==> src/rtl/blpd_pkg.sv <==
`default_nettype none

package blpd_pkg;

  localparam int unsigned Depth = 16;
  localparam int unsigned DataW = 32;
  localparam int unsigned PosW = 5;
  localparam int unsigned TotalW = 5;
  localparam int unsigned CntW = $clog2(Depth + 1);
  localparam int unsigned CmpW = (CntW > PosW) ? CntW : PosW;

  typedef enum logic [1:0] {
    CMD_INSERT_FRONT = 2'd0,
    CMD_DELETE_FRONT = 2'd1,
    CMD_DELETE_END   = 2'd2,
    CMD_DELETE_POS   = 2'd3
  } cmd_e;

  typedef enum logic [1:0] {
    STATUS_OK        = 2'd0,
    STATUS_EMPTY     = 2'd1,
    STATUS_NOT_FOUND = 2'd2,
    STATUS_FULL      = 2'd3
  } status_e;

  typedef enum logic [2:0] {
    SEL_HOLD  = 3'd0,
    SEL_LEFT  = 3'd1,
    SEL_RIGHT = 3'd2,
    SEL_HEAD  = 3'd3
  } cell_sel_e;

  typedef enum logic {
    ST_IDLE = 1'b0,
    ST_EMIT = 1'b1
  } state_e;

  typedef logic signed [DataW-1:0] word_t;
  typedef logic [CntW-1:0] count_t;

endpackage

`default_nettype wire

==> src/rtl/blpd_if.sv <==
`default_nettype none

interface blpd_cmd_if;
  logic                valid;
  logic                ready;
  blpd_pkg::cmd_e      cmd;
  blpd_pkg::word_t     value;
  logic [blpd_pkg::PosW-1:0] position;

  modport source (output valid, output cmd, output value, output position, input ready);
  modport sink (input valid, input cmd, input value, input position, output ready);
endinterface

interface blpd_res_if;
  logic                valid;
  logic                ready;
  blpd_pkg::status_e   status;
  logic [blpd_pkg::TotalW-1:0] entry_total;
  blpd_pkg::word_t     element;
  logic                last;

  modport source (output valid, output status, output entry_total, output element,
                  output last, input ready);
  modport sink (input valid, input status, input entry_total, input element,
                input last, output ready);
endinterface

`default_nettype wire

==> src/rtl/bounded_list_positional_delete_top.sv <==
// Channel  Dir  Payload                              Transfer
// cmd_i    in   cmd, value, position                 valid && ready
// res_o    out  status, entry_total, element, last   valid && ready
//
// A command updates the list as it is taken; the list is then read out, one result
// per cycle while res_o is ready, one result for each entry held after the update.
// An empty list yields one result.
// The results are read from the head cell while the occupied cells rotate one
// place per transfer, so a stall on res_o simply holds the rotation.
// A new command is taken only after the last result of the previous one.
// Reset empties the list; the cell contents themselves are not cleared.
`default_nettype none

module bounded_list_positional_delete_top (
  input  wire         clk_i,
  input  wire         rst_ni,
  blpd_cmd_if.sink    cmd_i,
  blpd_res_if.source  res_o
);

  localparam int unsigned Depth = blpd_pkg::Depth;
  localparam int unsigned CntW = blpd_pkg::CntW;
  localparam int unsigned CmpW = blpd_pkg::CmpW;

  blpd_pkg::state_e    state_q, state_d;
  blpd_pkg::count_t    count_q, count_d;
  blpd_pkg::count_t    emit_q, emit_d;
  blpd_pkg::status_e   status_q, status_d;
  blpd_pkg::cell_sel_e sel [Depth];
  blpd_pkg::word_t     data [Depth];

  logic                in_xfer;
  logic                out_xfer;
  logic                last;
  logic [CmpW-1:0]     pos_ext;
  logic [CmpW-1:0]     count_ext;

  assign in_xfer   = cmd_i.valid && cmd_i.ready;
  assign out_xfer  = res_o.valid && res_o.ready;
  assign pos_ext   = CmpW'(cmd_i.position);
  assign count_ext = CmpW'(count_q);
  assign last      = (count_q == '0) || (emit_q + CntW'(1) == count_q);

  for (genvar i = 0; i < Depth; i++) begin : g_cell
    blpd_pkg::word_t left;
    blpd_pkg::word_t right;

    if (i == 0) begin : g_first
      assign left = cmd_i.value;
    end else begin : g_mid
      assign left = data[i-1];
    end

    if (i == Depth - 1) begin : g_last
      assign right = data[i];
    end else begin : g_inner
      assign right = data[i+1];
    end

    blpd_cell u_cell (
      .clk_i  (clk_i),
      .sel_i  (sel[i]),
      .left_i (left),
      .right_i(right),
      .head_i (data[0]),
      .data_o (data[i])
    );
  end

  always_comb begin
    state_d = state_q;
    case (state_q)
      blpd_pkg::ST_IDLE: begin
        if (in_xfer) begin
          state_d = blpd_pkg::ST_EMIT;
        end
      end
      blpd_pkg::ST_EMIT: begin
        if (out_xfer && last) begin
          state_d = blpd_pkg::ST_IDLE;
        end
      end
      default: state_d = blpd_pkg::ST_IDLE;
    endcase
  end

  always_comb begin
    count_d  = count_q;
    emit_d   = emit_q;
    status_d = status_q;
    for (int i = 0; i < Depth; i++) begin
      sel[i] = blpd_pkg::SEL_HOLD;
    end

    case (state_q)
      blpd_pkg::ST_IDLE: begin
        if (in_xfer) begin
          emit_d   = '0;
          status_d = blpd_pkg::STATUS_OK;
          case (cmd_i.cmd)
            blpd_pkg::CMD_INSERT_FRONT: begin
              if (count_q == CntW'(Depth)) begin
                status_d = blpd_pkg::STATUS_FULL;
              end else begin
                for (int i = 0; i < Depth; i++) begin
                  sel[i] = blpd_pkg::SEL_LEFT;
                end
                count_d = count_q + CntW'(1);
              end
            end
            blpd_pkg::CMD_DELETE_FRONT: begin
              if (count_q == '0) begin
                status_d = blpd_pkg::STATUS_EMPTY;
              end else begin
                for (int i = 0; i < Depth; i++) begin
                  if (CntW'(i) + CntW'(1) < count_q) begin
                    sel[i] = blpd_pkg::SEL_RIGHT;
                  end
                end
                count_d = count_q - CntW'(1);
              end
            end
            blpd_pkg::CMD_DELETE_END: begin
              if (count_q == '0) begin
                status_d = blpd_pkg::STATUS_EMPTY;
              end else begin
                count_d = count_q - CntW'(1);
              end
            end
            default: begin
              if (pos_ext == '0 || pos_ext > count_ext) begin
                status_d = blpd_pkg::STATUS_NOT_FOUND;
              end else begin
                for (int i = 0; i < Depth; i++) begin
                  if (CmpW'(i) + CmpW'(1) >= pos_ext &&
                      CntW'(i) + CntW'(1) < count_q) begin
                    sel[i] = blpd_pkg::SEL_RIGHT;
                  end
                end
                count_d = count_q - CntW'(1);
              end
            end
          endcase
          if (status_d == blpd_pkg::STATUS_OK && count_d == '0) begin
            status_d = blpd_pkg::STATUS_EMPTY;
          end
        end
      end
      blpd_pkg::ST_EMIT: begin
        if (out_xfer) begin
          emit_d = emit_q + CntW'(1);
          for (int i = 0; i < Depth; i++) begin
            if (CntW'(i) + CntW'(1) < count_q) begin
              sel[i] = blpd_pkg::SEL_RIGHT;
            end else if (CntW'(i) + CntW'(1) == count_q) begin
              sel[i] = blpd_pkg::SEL_HEAD;
            end
          end
        end
      end
      default: begin
        emit_d = '0;
      end
    endcase
  end

  always_ff @(posedge clk_i or negedge rst_ni) begin
    if (!rst_ni) begin
      state_q  <= blpd_pkg::ST_IDLE;
      count_q  <= '0;
      emit_q   <= '0;
      status_q <= blpd_pkg::STATUS_OK;
    end else begin
      state_q  <= state_d;
      count_q  <= count_d;
      emit_q   <= emit_d;
      status_q <= status_d;
    end
  end

  assign cmd_i.ready       = (state_q == blpd_pkg::ST_IDLE);
  assign res_o.valid       = (state_q == blpd_pkg::ST_EMIT);
  assign res_o.status      = status_q;
  assign res_o.entry_total = blpd_pkg::TotalW'(count_q);
  assign res_o.element     = (count_q == '0) ? '0 : data[0];
  assign res_o.last        = last;

endmodule

`default_nettype wire

==> src/rtl/blpd_cell.sv <==
`default_nettype none

module blpd_cell (
  input  wire                 clk_i,
  input  blpd_pkg::cell_sel_e sel_i,
  input  blpd_pkg::word_t     left_i,
  input  blpd_pkg::word_t     right_i,
  input  blpd_pkg::word_t     head_i,
  output blpd_pkg::word_t     data_o
);

  blpd_pkg::word_t data_q;
  blpd_pkg::word_t data_d;

  always_comb begin
    case (sel_i)
      blpd_pkg::SEL_LEFT:  data_d = left_i;
      blpd_pkg::SEL_RIGHT: data_d = right_i;
      blpd_pkg::SEL_HEAD:  data_d = head_i;
      default:             data_d = data_q;
    endcase
  end

  always_ff @(posedge clk_i) begin
    data_q <= data_d;
  end

  assign data_o = data_q;

endmodule

`default_nettype wire

==> src/flat_wrapper.sv <==
// flat-port wrapper written by rule: the top's interface ports become plain ports
module bounded_list_positional_delete_top_flat 
  (clk_i, rst_ni, cmd_i_valid, cmd_i_cmd, cmd_i_value, cmd_i_position, cmd_i_ready, res_o_valid, res_o_status, res_o_entry_total, res_o_element, res_o_last, res_o_ready);
  blpd_cmd_if cmd_i_i ();
  blpd_res_if res_o_i ();
  input  wire clk_i;
  input  wire rst_ni;
  input wire logic [$bits(cmd_i_i.valid)-1:0] cmd_i_valid;
  input wire logic [$bits(cmd_i_i.cmd)-1:0] cmd_i_cmd;
  input wire logic [$bits(cmd_i_i.value)-1:0] cmd_i_value;
  input wire logic [$bits(cmd_i_i.position)-1:0] cmd_i_position;
  output wire logic [$bits(cmd_i_i.ready)-1:0] cmd_i_ready;
  output wire logic [$bits(res_o_i.valid)-1:0] res_o_valid;
  output wire logic [$bits(res_o_i.status)-1:0] res_o_status;
  output wire logic [$bits(res_o_i.entry_total)-1:0] res_o_entry_total;
  output wire logic [$bits(res_o_i.element)-1:0] res_o_element;
  output wire logic [$bits(res_o_i.last)-1:0] res_o_last;
  input wire logic [$bits(res_o_i.ready)-1:0] res_o_ready;
  assign cmd_i_i.valid = cmd_i_valid;
  assign cmd_i_i.cmd = cmd_i_cmd;
  assign cmd_i_i.value = cmd_i_value;
  assign cmd_i_i.position = cmd_i_position;
  assign cmd_i_ready = cmd_i_i.ready;
  assign res_o_valid = res_o_i.valid;
  assign res_o_status = res_o_i.status;
  assign res_o_entry_total = res_o_i.entry_total;
  assign res_o_element = res_o_i.element;
  assign res_o_last = res_o_i.last;
  assign res_o_i.ready = res_o_ready;
  bounded_list_positional_delete_top u_core (.clk_i(clk_i), .rst_ni(rst_ni), .cmd_i(cmd_i_i), .res_o(res_o_i));
endmodule
==> config.mk <==
export PLATFORM = sky130hd
export DESIGN_NAME = bounded_list_positional_delete_top_flat
export DESIGN_NICKNAME = d
export VERILOG_FILES = /design/src/rtl/blpd_pkg.sv /design/src/rtl/blpd_if.sv /design/src/rtl/bounded_list_positional_delete_top.sv /design/src/rtl/blpd_cell.sv /design/src/flat_wrapper.sv
export SDC_FILE = /design/constraint.sdc
export NUM_CORES = 1
export LEC_CHECK = 0
export BUFFER_PORTS_ARGS = -buffer_cell sky130_fd_sc_hd__buf_2
export CORE_MARGIN = 3
export CORE_UTILIZATION = 30
export DETAILED_ROUTE_END_ITERATION = 10
export PLACE_DENSITY = 0.55
export SETUP_SLACK_MARGIN = 0.5
export SYNTH_ARGS = -nofsm -noshare
export SYNTH_HDL_FRONTEND = slang
export SYNTH_SLANG_ARGS = --single-unit
==> constraint.sdc <==
create_clock -name clk_i -period 6.8 [get_ports clk_i]
set_clock_uncertainty 0.2 [all_clocks]
set_input_delay 0.68 -clock clk_i [delete_from_list [all_inputs] [get_ports clk_i]]
set_output_delay 0.68 -clock clk_i [all_outputs]
set_load 0.01 [all_outputs]
==> out/metrics.cfg <==
[critical_path]
worst_setup_path_start_kind = flip-flop
end_kind = flip-flop
crit_fanout = 32
cp_data_required_time_ps = 6970
r2r_start = u_core.res_o.entry_total[4]$_DFFE_PN0P_
startpoint = u_core.res_o.entry_total[4]$_DFFE_PN0P_
worstSetupPathType = flip-flop to flip-flop
cp.arrival_ps = 5160

[final_layout]
drive_gt1_share_pct = 23.9
nets = 2284
syn2layout_area_growth_pct = 12.1
final_core_util_pct = 34.2
final_cells = 3441

[synth]
yosysSeqAreaShare_pct = 56.7
syn-cell-area_um2 = 27700
syn-num-nets = 2273
async_flop_share_pct = 2.48
synth_edf_count = 512
synthAdderAreaFrac_pct = 0.723
synth_xor_xnor_area_share_pct = 0.348
synth.area.mux_share_pct = 21.1
synth_cell_types = 70
avgSynthCellArea_um2 = 12.5
ys_ff_latch = 525
synthSimpleGateAreaFrac_pct = 7.86
synth_warnings = 0
synth-main-ff-cell = edfxtp_1
syn_inst = 2214
synth_top_family_by_area = multiplexers
synth_compound_area_share_pct = 9.97

[clock_tree]
root_buffer = clkbuf_16
cts_max_level = 2
cts.reportedPaths.clkPinSlew_ps = 60
clockBufferDepth = 3
clk_latency_ps = 620
cts_buffers = 54
cts_tree = built
cts_resized = 0
cts_setup_buffers = 0
clock_sinks = 525

[route]
drtIter0Drc = 1479
avgRoutedWirePerCell_um = 23.5
finalWirelength_mm = 80.7
drtAntennaViolNets = 0
drc = 0
vias = 18536
drt_first_pass_iters = 6
vias_per_cell = 5.39

[worst_hold_path]
holdCritStartpoint = cmd_i_value[16]
hold_class = input port to flip-flop

[grt]
grt_usage_pct = 16.4
grt_max_degree = 66
grt_pass1_wl_mm = 122
grt_pass1_vias = 19249
grt-ovfl-total = 0
antenna_found_initial = 5

[placed_design]
place.gp.congestion = 0.868
dp_cells = 3344
port_buffers = 84
dp_hpwl_mm = 52.3

[die]
fp-row-count = 110
fp.coreArea_um2 = 90700
num_io_pins = 85
die_w_um = 310
initial_core_util_pct = 30.5
dieHeight_um = 310
dieArea_um2 = 95900

[timing]
max_slew_margin_pct = 23.2
fin_crit_sh_pct = 73.4
slew_viol_final = 0
fmax_ghz = 0.200
fin_setup_tns_ps = 0
setup_viol = 0
hold_violations = 0
rsz0062_at_grt = no
finalCriticalPeriod_ps = 4990
worstMarginPinSlew_ps = 1150

[outcome]
status = finished, final reports clean

[job]
drv_cap = 0

[pwr]
power_density_nw_per_um2 = 452
power_leakage_nw = 10.8
worst_ir_drop_vdd_mv = 0.234

## metal layers
layer  part of all wire [%]  vias up  GRT usage (%)  wire [µm]
met5                      0        -              0          0
met4                    2.2        0           4.16       1740
met3                    5.2      110           2.27       4240
met2                     48      559           27.6      38700
met1                     45     9543           22.3      36000
li1                       -     8324              -          -
## final timing paths
check	endpoint	slack, ps	cells past startpoint
min	u_core.g_cell[0].u_cell.data_o[16]$_DFFE_PP_	160	2
min reg2reg	u_core.emit_q[4]$_DFFE_PN0P_	300	2
max	u_core.g_cell[0].u_cell.data_o[27]$_DFFE_PP_	1810	11
max reg2reg	u_core.g_cell[0].u_cell.data_o[27]$_DFFE_PP_	1810	11
max in group asynchronous	u_core.res_o.entry_total[0]$_DFFE_PN0P_	5860	2
min in group asynchronous	u_core.res_o.entry_total[1]$_DFFE_PN0P_	300	2
## registers in the layout (all words and copies together), names as in the netlist
register,count
u_core.g_cell.u_cell.data_o,512
u_core.emit_q,5
u_core.res_o.entry_total,5
u_core.res_o.status,2
u_core.res_o.valid,1
## worst max-delay path, stage by stage, from the launching register on
cell     delay [ps]
dfrtp_1         880
inv_1           330
ha_1            390
and3_1          230
o21ai_1         160
a32o_1          310
nand2_1         200
o41ai_1         330
a21oi_1         120
a21oi_1         220
ha_2            880
mux2_2          420
## repair_timing
action,4_1_cts,5_1_grt
hold endpoints to repair,13,0
setup endpoints to repair,0,0
hold buffers,1,0
## cell usage in the layout (no fill, tap or decap), types with 4 or more instances in the layout
master	count
edfxtp_1	512
nand2_1	106
dfrtp_1	13
clkinv_2	7
a21oi_1	220
o21ai_0	85
clkinv_1	16
o31ai_4	6
nand2b_2	4
clkbuf_16	56
a221o_1	65
a21oi_4	5
and2_1	66
buf_2	84
nor2_1	222
clkbuf_1	14
nand3_1	11
mux2_2	287
inv_1	15
nor2b_1	37
or2_2	6
buf_4	54
xnor2_1	8
nor3_1	5
mux2i_1	256
a31oi_1	8
ha_1	15
## cells by family (layout without fill, tap and decap cells)
kind of cell,Yosys count,after routing
simple gates,479,479
other cells,0,1
flops,525,525
xor+xnor,11,11
buf+inv,200,250
fa+ha+maj,16,16
compound gates,437,437
mux,546,546
## per-stage QoR
step | total power [mW] | setup WS (ps) | hold slack [ps] | area, µm²
global route | 14.8 | 1540 | 136 | 31000
detailed placement | 11.3 | 1830 | 298 | 29400
CTS | 14.1 | 1850 | 121 | 31000
floorplan | 9.30 | 1410 | 184 | 27700
global placement | 11.1 | 1770 | 284 | 29400
finish | 14.0 | 1810 | 160 | 31000
## cells in the mapped netlist, types with 13 or more instances
library cell,count,area [µm²]
and2_1,66,413
ha_1,16,200
mux2i_1,256,2560
dfrtp_1,13,325
buf_2,65,325
edfxtp_1,512,15400
nand2_1,107,402
mux2_2,287,3230
a21oi_1,222,1110
o21ai_0,85,425
nor2b_1,37,231
buf_1,20,75.1
clkbuf_1,82,308
nor2_1,222,833
a221o_1,65,651
inv_1,16,60.1
## area by class of cell
type,count,area [µm²]
multi-input cells,1489,11300
well taps,1176,1470
inverters,16,60.1
fillers,8910,59700
clock buffers,70,1450
repair buffers,139,836
diodes,1,2.50
clock inverters,25,160
flip-flops and latches,525,15700
## power by group
part           total (mW)  switching, mW  internal (mW)
combinational        4.91           3.00           1.91
sequential           6.30          0.989           5.31
clock                2.81           1.27           1.54
No activity file was read; power rests on OpenSTA's default activity.
